===== src/hdl/mbrtu_pkg.sv =====
// Shared types and constants for the Modbus RTU frame receiver.
// No dependencies; imported by mbrtu_frame_ctl and modbus_rtu_frame_receiver.
package mbrtu_pkg;

    // Receive buffer size the byte count is sized against
    localparam int unsigned BUFFER_BYTES = 256;
    localparam int unsigned COUNT_LIMIT_INT =
        (BUFFER_BYTES + 2 > 511) ? 511 : (BUFFER_BYTES + 2);
    localparam logic [8:0] COUNT_LIMIT = 9'(COUNT_LIMIT_INT);

    localparam logic [15:0] CRC_INIT = 16'hFFFF;
    localparam logic [15:0] CRC_POLY = 16'hA001;

    // Input operation codes
    localparam logic [1:0] FUNC_BYTE  = 2'd0;
    localparam logic [1:0] FUNC_TICK  = 2'd1;
    localparam logic [1:0] FUNC_SEND  = 2'd2;
    localparam logic [1:0] FUNC_FLUSH = 2'd3;

    // Result event codes
    localparam logic [1:0] EV_GOOD     = 2'd0;
    localparam logic [1:0] EV_BAD      = 2'd1;
    localparam logic [1:0] EV_TIMEOUT  = 2'd2;
    localparam logic [1:0] EV_OVERFLOW = 2'd3;

    // Configuration register indexes
    localparam logic CFG_SILENCE = 1'b0;
    localparam logic CFG_ANSWER  = 1'b1;

    typedef struct packed {
        logic [1:0] func;
        logic [7:0] rx_byte;
        logic       need_ack;
    } in_item_t;

    typedef struct packed {
        logic [1:0] event_res;
        logic [8:0] frame_length;
    } out_item_t;

    // Result of one processed item, core to top level
    typedef struct packed {
        logic      valid;
        out_item_t item;
    } res_t;

endpackage


===== src/hdl/mbrtu_frame_ctl.sv =====
// Receive state machine: CRC chain, byte history, frame count and timer.
// Depends on mbrtu_pkg.
module mbrtu_frame_ctl
    import mbrtu_pkg::*;
(
    input  logic        clk,
    input  logic        rst_n,
    input  logic        fire,
    input  in_item_t    item,
    input  logic [15:0] silence_ticks,
    input  logic [15:0] answer_ticks,
    output res_t        res
);

    localparam logic [1:0] MODE_IDLE   = 2'd0;
    localparam logic [1:0] MODE_ANSWER = 2'd1;
    localparam logic [1:0] MODE_FRAME  = 2'd2;

    logic [1:0]  mode_reg, mode_next;
    logic [15:0] countdown_reg, countdown_next;
    logic [15:0] crc_now_reg, crc_now_next;
    logic [15:0] crc_one_reg, crc_one_next;
    logic [15:0] crc_two_reg, crc_two_next;
    logic [15:0] last_two_reg, last_two_next;
    logic [8:0]  count_reg, count_next;

    logic [15:0] crc_upd;
    logic [15:0] cd_dec;
    logic [15:0] rx_crc;
    logic        good;

    // Bitwise reflected CRC-16 update over one byte
    function automatic logic [15:0] crc_byte(input logic [15:0] crc_in,
                                             input logic [7:0]  b);
        logic [15:0] c;
        c = crc_in ^ {8'h00, b};
        for (int i = 0; i < 8; i++)
        begin
            if (c[0])
                c = (c >> 1) ^ CRC_POLY;
            else
                c = c >> 1;
        end
        return c;
    endfunction

    assign crc_upd = crc_byte(crc_now_reg, item.rx_byte);
    assign cd_dec  = countdown_reg - 16'd1;
    // Trailing bytes: CRC low byte first, so last byte is the high half
    assign rx_crc  = {last_two_reg[7:0], last_two_reg[15:8]};
    assign good    = (count_reg >= 9'd3) && (rx_crc == crc_two_reg);

    always_comb
    begin
        mode_next      = mode_reg;
        countdown_next = countdown_reg;
        crc_now_next   = crc_now_reg;
        crc_one_next   = crc_one_reg;
        crc_two_next   = crc_two_reg;
        last_two_next  = last_two_reg;
        count_next     = count_reg;
        res            = '0;

        if (fire)
        begin
            unique case (item.func)
                FUNC_BYTE:
                begin
                    mode_next      = MODE_FRAME;
                    countdown_next = silence_ticks;
                    crc_two_next   = crc_one_reg;
                    crc_one_next   = crc_now_reg;
                    crc_now_next   = crc_upd;
                    last_two_next  = {last_two_reg[7:0], item.rx_byte};
                    if (count_reg >= COUNT_LIMIT)
                    begin
                        count_next = COUNT_LIMIT;
                        res.valid  = 1'b1;
                    end
                    else
                    begin
                        count_next = count_reg + 9'd1;
                        res.valid  = (count_reg + 9'd1) >= COUNT_LIMIT;
                    end
                    res.item.event_res    = EV_OVERFLOW;
                    res.item.frame_length = count_next;
                end
                FUNC_TICK:
                begin
                    if (countdown_reg != 16'd0)
                    begin
                        countdown_next = cd_dec;
                        if (cd_dec == 16'd0)
                        begin
                            res.item.frame_length = count_reg;
                            if (mode_reg == MODE_FRAME)
                            begin
                                res.valid          = 1'b1;
                                res.item.event_res = good ? EV_GOOD : EV_BAD;
                            end
                            else if (mode_reg == MODE_ANSWER)
                            begin
                                res.valid          = 1'b1;
                                res.item.event_res = EV_TIMEOUT;
                            end
                            mode_next     = MODE_IDLE;
                            crc_now_next  = CRC_INIT;
                            crc_one_next  = CRC_INIT;
                            crc_two_next  = CRC_INIT;
                            last_two_next = '0;
                            count_next    = '0;
                        end
                    end
                end
                FUNC_SEND:
                begin
                    if (item.need_ack)
                    begin
                        mode_next      = MODE_ANSWER;
                        countdown_next = answer_ticks;
                    end
                end
                FUNC_FLUSH:
                begin
                    mode_next      = MODE_IDLE;
                    countdown_next = '0;
                    crc_now_next   = CRC_INIT;
                    crc_one_next   = CRC_INIT;
                    crc_two_next   = CRC_INIT;
                    last_two_next  = '0;
                    count_next     = '0;
                end
                default:
                begin
                    mode_next = mode_reg;
                end
            endcase
        end
    end

    always_ff @(posedge clk or negedge rst_n)
    begin
        if (!rst_n)
        begin
            mode_reg      <= MODE_IDLE;
            countdown_reg <= '0;
            crc_now_reg   <= CRC_INIT;
            crc_one_reg   <= CRC_INIT;
            crc_two_reg   <= CRC_INIT;
            last_two_reg  <= '0;
            count_reg     <= '0;
        end
        else
        begin
            mode_reg      <= mode_next;
            countdown_reg <= countdown_next;
            crc_now_reg   <= crc_now_next;
            crc_one_reg   <= crc_one_next;
            crc_two_reg   <= crc_two_next;
            last_two_reg  <= last_two_next;
            count_reg     <= count_next;
        end
    end

endmodule


===== src/hdl/modbus_rtu_frame_receiver.sv =====
// Top level of the Modbus RTU frame receiver: input and result registers,
// configuration registers. Depends on mbrtu_pkg and mbrtu_frame_ctl.
//
//  channel | handshake          | payload                    | beat
//  --------+--------------------+----------------------------+---------------------
//  in      | in_valid/in_ready  | in_data (in_item_t)        | byte, tick, send, flush
//  out     | out_valid/out_ready| out_data (out_item_t)      | one frame event
//  cfg     | cfg_valid/cfg_ready| cfg_index, cfg_data[15:0]  | one register write
//
// One beat per cycle sustained while results are taken: a beat sits in the
// input register, is processed there by the CRC/timer logic, and any event
// lands in the result register.
// While a result waits unaccepted, the held beat is not processed, whether
// or not it would raise an event, and in_ready drops until out_ready is seen.
// Reset: idle, timer zero, CRC chain 0xFFFF, count zero, silence 35, answer 1000.
module modbus_rtu_frame_receiver
    import mbrtu_pkg::*;
(
    input  logic        clk,
    input  logic        rst_n,
    input  logic        in_valid,
    output logic        in_ready,
    input  in_item_t    in_data,
    output logic        out_valid,
    input  logic        out_ready,
    output out_item_t   out_data,
    input  logic        cfg_valid,
    output logic        cfg_ready,
    input  logic        cfg_index,
    input  logic [15:0] cfg_data
);

    logic        in_valid_reg;
    in_item_t    in_item_reg;
    logic        out_valid_reg;
    out_item_t   out_item_reg;
    logic [15:0] silence_reg;
    logic [15:0] answer_reg;

    logic        fire;
    res_t        res;

    // Process the held beat when the result register is free or draining
    assign fire      = in_valid_reg && (!out_valid_reg || out_ready);
    assign in_ready  = !in_valid_reg || fire;
    assign cfg_ready = 1'b1;
    assign out_valid = out_valid_reg;
    assign out_data  = out_item_reg;

    mbrtu_frame_ctl u_ctl (
        .clk           (clk),
        .rst_n         (rst_n),
        .fire          (fire),
        .item          (in_item_reg),
        .silence_ticks (silence_reg),
        .answer_ticks  (answer_reg),
        .res           (res)
    );

    // Input register
    always_ff @(posedge clk or negedge rst_n)
    begin
        if (!rst_n)
            in_valid_reg <= 1'b0;
        else if (in_ready)
            in_valid_reg <= in_valid;
    end

    always_ff @(posedge clk)
    begin
        if (in_valid && in_ready)
            in_item_reg <= in_data;
    end

    // Result register
    always_ff @(posedge clk or negedge rst_n)
    begin
        if (!rst_n)
            out_valid_reg <= 1'b0;
        else if (fire && res.valid)
            out_valid_reg <= 1'b1;
        else if (out_ready)
            out_valid_reg <= 1'b0;
    end

    always_ff @(posedge clk)
    begin
        if (fire && res.valid)
            out_item_reg <= res.item;
    end

    // Configuration registers
    always_ff @(posedge clk or negedge rst_n)
    begin
        if (!rst_n)
        begin
            silence_reg <= 16'd35;
            answer_reg  <= 16'd1000;
        end
        else if (cfg_valid && cfg_ready)
        begin
            unique case (cfg_index)
                CFG_SILENCE: silence_reg <= cfg_data;
                CFG_ANSWER:  answer_reg  <= cfg_data;
                default:     silence_reg <= silence_reg;
            endcase
        end
    end

endmodule


===== config.mk =====
export PLATFORM = sky130hd
export DESIGN_NAME = modbus_rtu_frame_receiver
export DESIGN_NICKNAME = d
export VERILOG_FILES = /design/src/hdl/mbrtu_pkg.sv /design/src/hdl/mbrtu_frame_ctl.sv /design/src/hdl/modbus_rtu_frame_receiver.sv
export SDC_FILE = /design/constraint.sdc
export NUM_CORES = 1
export LEC_CHECK = 0
export ABC_CLOCK_PERIOD_IN_PS = 3300
export BUFFER_PORTS_ARGS = -buffer_cell sky130_fd_sc_hd__buf_2
export CAP_MARGIN = 20
export CORE_MARGIN = 2
export CORE_UTILIZATION = 24
export DETAILED_ROUTE_END_ITERATION = 6
export PLACE_DENSITY = 0.47
export SLEW_MARGIN = 20
export SYNTH_ARGS = -nofsm -noshare
export SYNTH_HDL_FRONTEND = slang
export SYNTH_SLANG_ARGS = --single-unit

===== constraint.sdc =====
create_clock -name clk -period 3.3 [get_ports clk]
set_input_delay 0.66 -clock clk [delete_from_list [all_inputs] [get_ports clk]]
set_output_delay 0.66 -clock clk [all_outputs]
set_load 0.1 [all_outputs]

==> results.sh <==
export IMPL_ant_nets=0
export IMPL_fp_dieArea_um2=30200
export IMPL_synth_edf_count=22
export IMPL_crit_type="reg2reg"
export IMPL_hold_viol=0
export IMPL_synth_area_leader_cell="dfrtp_1"
export IMPL_first_iter_violations=330
export IMPL_synthDistinctLibCells=63
export IMPL_synth_cells=644
export IMPL_num_io_pins=47
export IMPL_start_util=0.243
export IMPL_avgRoutedWirePerCell_um=15.0
export IMPL_routabilityCongestion=0.804
export IMPL_grt_pass1_vias=4909
export IMPL_postCtsSetupBuffers=0
export IMPL_clock_skew_ns=0.0113
export IMPL_regArea_um2=3600
export IMPL_setup_viol=0
export IMPL_ys_seq_elements=137
export IMPL_drt_pass1_iter_count=4
export IMPL_track_usage=0.113
export IMPL_synth_fp_nets=684
export IMPL_arrival_ns=3.00
export IMPL_rsz0062_at_grt="no"
export IMPL_n_antenna_cell=0
export IMPL_status="completed"
export IMPL_peakVddDrop_mv=0.391
export IMPL_critPathCaptureType="flip-flop"
export IMPL_multi_input_area_um2=2940
export IMPL_cts_buffer_depth=2
export IMPL_grt_pass1_wl_mm=27.1
export IMPL_h_tree_depth=4
export IMPL_yosysWarnings=0
export IMPL_worst_pin_slew_ns=1.05
export IMPL_period_share=0.872
export IMPL_clk_transition_reported_paths_ns=0.06
export IMPL_path_max_fanout=11
export IMPL_grt_overflow=0
export IMPL_p_leak_nw=3.59
export IMPL_synthArstFlopShare=0.839
export IMPL_min_path_type="in2async"
export IMPL_postLayoutCellArea_um2=8190
export IMPL_synth_ff_type="dfrtp_1"
export IMPL_synth_seq_area_share=0.520
export IMPL_place_ws_ns=0.387
export IMPL_synth_area_per_cell_um2=10.7
export IMPL_rows=62
export IMPL_clock_sinks=137
export IMPL_drt_wl_total_mm=16.2
export IMPL_cp_start_kind="flip-flop"
export IMPL_fmax_mhz=347
export IMPL_synth_top_area_share=0.246
export IMPL_drive_gt1_frac=0.265
export IMPL_synth_area_top_cells="dfrtp_1 25%, dfstp_2 18%, edfxtp_1 9.5%"
export IMPL_relSlewSlack=0.300
export IMPL_setup_tns_ns=0
export IMPL_required_ns=3.42
export IMPL_cts_resized=0
export IMPL_antenna_found_initial=0
export IMPL_portBuffers=45
export IMPL_route_detailed_drc=0
export IMPL_setup_slack_ns=0.421
export IMPL_vias=4793
export IMPL_clock_latency_ns=0.43
export IMPL_postCtsHoldBufs=0
export IMPL_cts_tree="built"
export IMPL_fin_hold_ws_ns=0.246
export IMPL_maxCapViolations=0
export IMPL_grt_max_degree=57
export IMPL_min_period_ns=2.88
export IMPL_dp_hpwl_mm=11.0
export IMPL_die_x_um=174
export IMPL_fillers=3030
export IMPL_finalPower_mw=5.68
export IMPL_maxSlewViolCount=0
export IMPL_nNetsFinal=725
export IMPL_place_area_um2=7580
export IMPL_syn_to_final_growth_pct=18.3
export IMPL_viasPerCell=4.43
export IMPL_core_region_area_um2=28500
export IMPL_root_buffer="clkbuf_16"
export IMPL_netlist_area_um2=6920
export IMPL_die_y_um=174
export IMPL_powerDensity_nw_per_um2=694
export IMPL_numCtsBuffers=17
-- cell usage in the layout, fill, tap and decap left out, types with 4 or more instances in the layout --
cell type / n
and2_1: 6
nand2b_1: 8
nor4_1: 6
o22ai_1: 4
mux2_2: 32
xnor2_1: 19
inv_1: 46
a21o_1: 25
xor2_1: 23
dfrtp_1: 68
nand2_1: 19
nor3b_1: 22
a21oi_1: 52
mux2i_1: 18
nand4_1: 5
nor3_1: 37
clkbuf_16: 18
buf_2: 44
o21ai_0: 24
edfxtp_1: 22
or2_2: 5
a31oi_1: 5
ha_1: 7
nand3_1: 4
a22o_1: 6
dfstp_2: 47
nor2_1: 39
buf_4: 17
-- kinds of logic after synthesis --
| kind of cell | count (synthesis) | synth area share |
|---|---|---|
| DFF | 137 | 0.520 |
| adders and majority gates | 7 | 0.0127 |
| muxes | 52 | 0.0813 |
| buffers and inverters | 87 | 0.0564 |
| and+or+nand+nor | 171 | 0.136 |
| xor gates and xnor gates | 43 | 0.0564 |
| other | 1 | 0.000542 |
| AOI/OAI and AO/OA | 146 | 0.137 |
-- cells in the mapped netlist (all sizes together) (4+ instances only) --
cell type	count
nand3	4
nand2b	8
nand4	5
edfxtp	22
nor4	8
a21oi	52
dfstp	47
o21ai	25
xnor2	19
nor3	37
nor3b	22
a31oi	5
mux2i	18
or2	5
nor2	39
mux2	34
nand2	19
xor2	23
clkbuf	17
ha	7
o22ai	4
a22o	6
dfrtp	68
inv	46
a21o	25
buf	24
and2	6
-- power breakdown --
group | total [mW] | switching (mW) | internal, mW
combinational | 1.30 | 0.662 | 0.642
sequential | 2.41 | 0.275 | 2.14
clock | 1.96 | 0.778 | 1.19
-- path summary, 6_finish.rpt --
path                                         from                    end  slack, ns  depth (start not counted)
min reg2reg                 u_ctl.crc_now_reg[11]  u_ctl.crc_now_reg[11]       0.46                          2
max in group asynchronous                   rst_n  u_ctl.crc_now_reg[15]       2.25                          2
min                                         rst_n  u_ctl.last_two_reg[5]       0.25                          1
max                        u_ctl.countdown_reg[0]            out_data[3]       0.42                         10
min in group clk                       in_data[4]         in_item_reg[4]       0.41                          1
max reg2reg                u_ctl.countdown_reg[0]            out_data[3]       0.42                         10
-- layout make-up --
class                      instances  share of cell area
sequential                       137               0.439
multi-input combinational        420               0.359
tap                              384              0.0587
clock buffer                      20              0.0572
timing repair buffer              63              0.0474
inverter                          46              0.0211
clock inverter                    12              0.0168
-- critical path: stages (launching register included) --
cell	delay, ns
dfrtp_1	0.41
inv_1	0.08
ha_1	0.29
or2_2	0.30
a211oi_1	0.24
o2111ai_1	0.18
a211oi_2	0.40
buf_4	0.26
a21oi_1	0.10
nor2_1	0.09
buf_4	0.21
-- per-stage QoR --
| step | std cells | utilization |
|---|---|---|
| 6_report | 1082 | 0.287 |
| 5_1_grt | 1082 | 0.287 |
| 4_1_cts | 1082 | 0.287 |
| 3_5_place_dp | 1050 | 0.266 |
| 3_3_place_gp | 1050 | 0.266 |
| 2_1_floorplan | 644 | - |
-- metal layers --
metal	track usage	part of all wire	routed length (µm)	vias to the layer above
met2	0.166	0.43	7040	67
met5	0	0	0	-
met4	0.0389	0.0093	151	0
met3	0.0248	0.024	386	11
li1	-	-	-	2354
met1	0.164	0.53	8650	2361
Note: power is estimated with default switching activity, not from simulation.
